[config.mk]
export PLATFORM = sky130hd
export DESIGN_NAME = bmi_controller
export DESIGN_NICKNAME = d
export VERILOG_FILES = /design/src/design/bmi_pkg.sv /design/src/design/bmi_controller.sv
export SDC_FILE = /design/constraint.sdc
export NUM_CORES = 1
export LEC_CHECK = 0
export ABC_AREA = 0
export BUFFER_PORTS_ARGS = -buffer_cell sky130_fd_sc_hd__buf_2
export CORE_MARGIN = 10
export CORE_UTILIZATION = 53
export DETAILED_ROUTE_END_ITERATION = 10
export PLACE_DENSITY = 0.88
export REMOVE_ABC_BUFFERS = 1
export SLEW_MARGIN = 20
export SYNTH_ARGS = -nofsm -noshare
export SYNTH_HDL_FRONTEND = slang
export SYNTH_SLANG_ARGS = --single-unit
export TNS_END_PERCENT = 10
[constraint.sdc]
create_clock -name clk_i -period 4.5 [get_ports clk_i]
set_input_delay 0.675 -clock clk_i [delete_from_list [all_inputs] [get_ports clk_i]]
set_output_delay 0.675 -clock clk_i [all_outputs]
set_load 0.1 [all_outputs]
[src/design/bmi_pkg.sv]
package bmi_pkg;

  localparam int unsigned WORD_COUNT = 8;
  localparam int unsigned WORD_BITS  = 64;
  localparam int unsigned WIDE_BITS  = WORD_COUNT * WORD_BITS;
  localparam int unsigned IDX_W      = $clog2(WORD_COUNT);
  localparam int unsigned CNT_W      = $clog2(WORD_COUNT + 1);
  localparam int unsigned CFG_IDX_W  = 8;

  typedef logic [WORD_BITS-1:0] word_t;
  typedef logic [WIDE_BITS-1:0] wide_t;
  typedef logic [IDX_W-1:0]     idx_t;
  typedef logic [CNT_W-1:0]     cnt_t;

  typedef enum logic [8:0] {
    ST_IDLE  = 9'b000000001,
    ST_CHECK = 9'b000000010,
    ST_TOP   = 9'b000000100,
    ST_HU    = 9'b000001000,
    ST_HV    = 9'b000010000,
    ST_SV    = 9'b000100000,
    ST_SC    = 9'b001000000,
    ST_FIX   = 9'b010000000,
    ST_OUT   = 9'b100000000
  } state_e;

  // controller -> datapath
  typedef struct packed {
    logic load_word;
    logic load_last;
    logic init;
    logic halve_u;
    logic halve_v;
    logic sub_val;
    logic sub_coef;
    logic fix_coef;
    logic out_err;
    idx_t out_idx;
  } cmd_t;

  // datapath -> controller
  typedef struct packed {
    logic u_odd;
    logic v_odd;
    logic u_one;
    logic v_one;
    logic check_ok;
    logic diff_zero;
  } status_t;

endpackage

[src/design/bmi_controller.sv]
module bmi_controller (
  input  logic             clk_i,
  input  logic             rst_ni,
  input  logic             start_i,
  input  logic             operand_last_i,
  input  bmi_pkg::status_t status_i,
  output bmi_pkg::cmd_t    cmd_o,
  output logic             busy_o,
  output logic             result_valid_o,
  output logic             inverse_last_o
);

  bmi_pkg::state_e state_q, state_d;
  bmi_pkg::idx_t   idx_q, idx_d;
  logic            err_q, err_d;

  always_comb begin
    state_d = state_q;
    idx_d   = idx_q;
    err_d   = err_q;
    cmd_o   = '0;
    cmd_o.out_idx = idx_q;
    cmd_o.out_err = err_q;
    result_valid_o = 1'b0;
    inverse_last_o = 1'b0;
    case (state_q)
      bmi_pkg::ST_IDLE: begin
        if (start_i) begin
          cmd_o.load_word = 1'b1;
          cmd_o.load_last = operand_last_i;
          if (operand_last_i) state_d = bmi_pkg::ST_CHECK;
        end
      end
      bmi_pkg::ST_CHECK: begin
        if (status_i.check_ok) begin
          cmd_o.init = 1'b1;
          err_d   = 1'b0;
          state_d = bmi_pkg::ST_TOP;
        end else begin
          err_d   = 1'b1;
          state_d = bmi_pkg::ST_OUT;
        end
      end
      bmi_pkg::ST_TOP: begin
        if (status_i.u_one || status_i.v_one) state_d = bmi_pkg::ST_OUT;
        else                                  state_d = bmi_pkg::ST_HU;
      end
      bmi_pkg::ST_HU: begin
        if (!status_i.u_odd) cmd_o.halve_u = 1'b1;
        else                 state_d = bmi_pkg::ST_HV;
      end
      bmi_pkg::ST_HV: begin
        if (!status_i.v_odd) cmd_o.halve_v = 1'b1;
        else                 state_d = bmi_pkg::ST_SV;
      end
      bmi_pkg::ST_SV: begin
        if (status_i.diff_zero) begin
          err_d   = 1'b1;
          state_d = bmi_pkg::ST_OUT;
        end else begin
          cmd_o.sub_val = 1'b1;
          state_d = bmi_pkg::ST_SC;
        end
      end
      bmi_pkg::ST_SC: begin
        cmd_o.sub_coef = 1'b1;
        state_d = bmi_pkg::ST_FIX;
      end
      bmi_pkg::ST_FIX: begin
        cmd_o.fix_coef = 1'b1;
        state_d = bmi_pkg::ST_TOP;
      end
      bmi_pkg::ST_OUT: begin
        result_valid_o = 1'b1;
        if (idx_q == bmi_pkg::IDX_W'(bmi_pkg::WORD_COUNT - 1)) begin
          inverse_last_o = 1'b1;
          idx_d   = '0;
          state_d = bmi_pkg::ST_IDLE;
        end else begin
          idx_d = idx_q + bmi_pkg::IDX_W'(1);
        end
      end
      default: state_d = bmi_pkg::ST_IDLE;
    endcase
  end

  assign busy_o = (state_q != bmi_pkg::ST_IDLE);

  always_ff @(posedge clk_i or negedge rst_ni) begin
    if (!rst_ni) begin
      state_q <= bmi_pkg::ST_IDLE;
      idx_q   <= '0;
      err_q   <= 1'b0;
    end else begin
      state_q <= state_d;
      idx_q   <= idx_d;
      err_q   <= err_d;
    end
  end

endmodule

# After elaboration in Yosys (flattened, before gate mapping)
# Cells that the tools add are included.
# totals
rom_bits	0
mem_bits_rw	0
latch_bits	0
word_cells	53
register_bits	13
n_memories	0
# classes
eq_ne	17
addsub	1
shifts	0
magnitude_cmp	0
n_reduce_logical	4
bitwise	0
n_mux	28
div_mod_pow	0
n_mul	0
# ops
op	count
case mux 9 bit (9 select lines)	1
two-way mux 9 bit	8
two-way mux 1 bit	15
inequality test 2 bit (second input constant)	6
== test 9 x 1 -> 1 bit (second input constant)	1
== test 9 x 2 -> 1 bit (second input constant)	1
== test 9 x 3 -> 1 bit (second input constant)	1
== test 9 x 4 -> 1 bit (second input constant)	1
== test 9 x 5 -> 1 bit (second input constant)	1
== test 9 x 6 -> 1 bit (second input constant)	1
== test 9 x 7 -> 1 bit (second input constant)	1
== test 9 x 8 -> 1 bit (second input constant)	1
== test 9 bit (second input constant)	1
inequality test 9 x 1 -> 1 bit (second input constant)	1
AND reduction 5 bit	1
two-way mux 2 bit	2
adder 3 x 1 -> 3 bit (second input constant)	1
== test 3 bit (second input constant)	1
two-way mux 3 bit	1
case mux 1 bit (2 select lines)	1
AND reduction 2 bit	1
nonzero test 2 bit	1
logical OR 1 bit	1

# Depth between registers and ports, before layout
# logic_depth
word_depth	3
ltp_mapped	6
ltp_nobuf	6

# Worst setup path after synthesis
# Ideal clock, no wire load.
# synth_path
path_kind	register to output
start	reg state_q[3]
end	out cmd_o[7] in the netlist's numbering
arrival_ns	4.172
setup_slack_ns	-0.347
path_stages_with_launch	5
path_buffers	1
path_cell_list	dfrtp_1 clkbuf_1 nor4_4 nand2_1 nor4b_1
# synth_lines
item	line_no	rtl
from (decl)	bmi_controller.sv:13	bmi_pkg::state_e state_q, state_d;
from (signal assigned)	bmi_controller.sv:91	state_q <= bmi_pkg::ST_IDLE;
from (signal assigned)	bmi_controller.sv:95	state_q <= state_d;
to (decl)	bmi_controller.sv:7	output bmi_pkg::cmd_t cmd_o,

==> results.json <==
{
  "cp.arrival_ps": 2170,
  "min_period_ps": 2850,
  "mostFrequentLayoutCells": "buf_2 (24), dfrtp_1 (12), nor2_1 (6), nand2_1 (6)",
  "first_pass_iters": 4,
  "synth_seq_cells": 13,
  "netlist_area_um2": 845,
  "cts_max_level": 1,
  "rsz0062_at_grt": "false",
  "finalInstanceArea_um2": 982,
  "fp-row-count": 14,
  "core_area_um2": 1510,
  "drive_above_1_share": 0.318,
  "final-setup-viol-count": 0,
  "final_common_cell": "buf_2",
  "cp-start-kind": "register",
  "cts_hold_buffers": 0,
  "vias": 732,
  "numClockSinks": 13,
  "required_ps": 3830,
  "r2r_setup_slack_ps": 2690,
  "ys_seq_area_frac": 0.387,
  "hold_class": "in -> async",
  "powerDensity_nw_per_um2": 620,
  "critPathKind": "reg -> out",
  "status": "finished, final reports clean",
  "slew_viol_final": 0,
  "ir_drop_mv": 0.513,
  "leakage_nw": 0.490,
  "holdWs_ps": 259,
  "synth_area_leader_cell": "dfrtp_1",
  "grt_pass1_wl_um": 3240,
  "antenna_found_initial": 0,
  "final.setup.worst_slack_ps": 1650,
  "synth_top_area_frac": 0.356,
  "clk_latency_ps": 280,
  "ios": 25,
  "drc": 0,
  "clock_path_buffers": 2,
  "worst_pin_slew_ps": 493,
  "dp_slack_ps": 1990,
  "grt_overflow": 0,
  "slowest_stage": "dfrtp_1",
  "synth.area.top_cells": "dfrtp_1 (36%), dfstp_2 (3.1%), nor4b_1 (3.1%)",
  "antenna_left": 0,
  "grt_pass1_vias": 739,
  "dieArea_um2": 3590,
  "ys_types": 40,
  "gr-usage-all-layers": 0.116,
  "gp_congestion": 0.852,
  "crit_path_max_fanout": 9,
  "fin_crit_sh": 0.632,
  "areaGrowthSynthToFinish_pct": 16.3,
  "syn_inst": 87,
  "n_fill_cell": 112,
  "diodes": 0,
  "relSlewSlack": 0.674,
  "dr.first_iter.drc_count": 24,
  "avgSynthCellArea_um2": 9.71,
  "start_util": 0.561,
  "postCtsSetupBuffers": 0,
  "cts_tree": "built",
  "placed_area_um2": 955,
  "maxCapViolCount": 0,
  "wirelength_um": 1910,
  "cp_top_family": "simple AND/OR/NAND/NOR gates",
  "yosys_warnings": 0,
  "viasPerCell": 5.81,
  "root_buffer": "clkbuf_4",
  "nets": 123,
  "clk_pin_slew_ps": 80,
  "die_h_um": 59.9,
  "setup-tns-final_ps": 0,
  "hold_viol_final": 0,
  "crit_chain": "nor4_4 -> nand2_1 -> nor4b_1 -> buf_2",
  "port_buffers": 24,
  "wl_per_cell_um": 15.2,
  "clock_skew_ps": 2.26,
  "path_buf_inv": 1,
  "fp.dieW_um": 59.9,
  "cts_resized": 0,
  "numCtsBuffers": 3,
  "maxClockFrequency_ghz": 0.351,
  "crit_path_end_kind": "output port",
  "grt_max_degree": 14,
  "slowest_delay_ps": 490,
  "dpl.hpwl_um": 1550
}
[area by class of cell]
type | instances | area [um2] | area share
flip-flops and latches | 13 | 327 | 0.332
inverters | 4 | 15.0 | 0.0153
well taps | 16 | 20.0 | 0.0204
clock buffers | 3 | 22.5 | 0.0229
repair buffers | 24 | 120 | 0.122
clock inverters | 1 | 5.00 | 0.00510
multi-input cells | 65 | 473 | 0.482
[where the power goes]
group / switching [W] / internal, W / total [W]
logic: 0.000287 / 0.0000755 / 0.000362
registers: 0.0000290 / 0.000145 / 0.000174
clock network: 0.0000394 / 0.0000331 / 0.0000725
[registers in the layout, summed over array words and instances, names as in the netlist]
signal and count:
idx_q 3, err_q 1, state_q 9
[routing by layer]
layer  track usage  share of wire
met1         0.135           0.40
met2         0.185           0.51
met3        0.0508          0.076
met4        0.0353          0.011
met5             0              0
[synthesized netlist by cell type, drive strengths merged]
library cell  count
o22ai             1
or3               2
a311oi            1
and2              1
a21o              1
nor2              7
and3              3
nand3b            2
nand2             6
or2               2
ha                2
o21ai             4
xor2              1
nor3b             4
dfrtp            12
a211oi            1
nand3             1
dfstp             1
nor3              4
o41a              1
nand4             3
nor4              2
o21bai            1
inv               4
a2bb2oi           1
a31oi             1
nor2b             4
nor4b             3
o31ai             2
mux2i             1
clkbuf            3
and4b             1
buf               2
mux2              2
[kinds of logic (layout without fill, tap and decap cells)]
| group | Yosys count | count (layout) | share of synthesized area |
|---|---|---|---|
| AOI/OAI and AO/OA | 14 | 14 | 0.117 |
| xor gates and xnor gates | 1 | 1 | 0.0104 |
| adders and majority gates | 2 | 2 | 0.0296 |
| buffers and inverters | 9 | 32 | 0.0533 |
| DFF | 13 | 13 | 0.387 |
| muxes | 3 | 3 | 0.0385 |
| and+or+nand+nor | 45 | 45 | 0.364 |
[worst paths after layout]
kind / startpoint / end / depth (start not counted)
setup reg to reg: state_q[7] / state_q[8] / 4
setup / recovery: state_q[3] / cmd_o[7] / 4
hold / removal: rst_ni / idx_q[2] / 1
min in group clk_i: err_q / err_q / 2
max in group asynchronous: rst_ni / state_q[0] / 1
hold reg to reg: err_q / err_q / 2
[per-stage QoR]
stage	total power, W	instances	util
floorplan	0.000474	82	-
global placement	0.000530	122	0.634
detailed placement	0.000541	122	0.634
CTS	0.000613	126	0.652
global route	0.000640	126	0.652
finish	0.000609	126	0.652
Note: power is estimated with default switching activity, not from simulation.
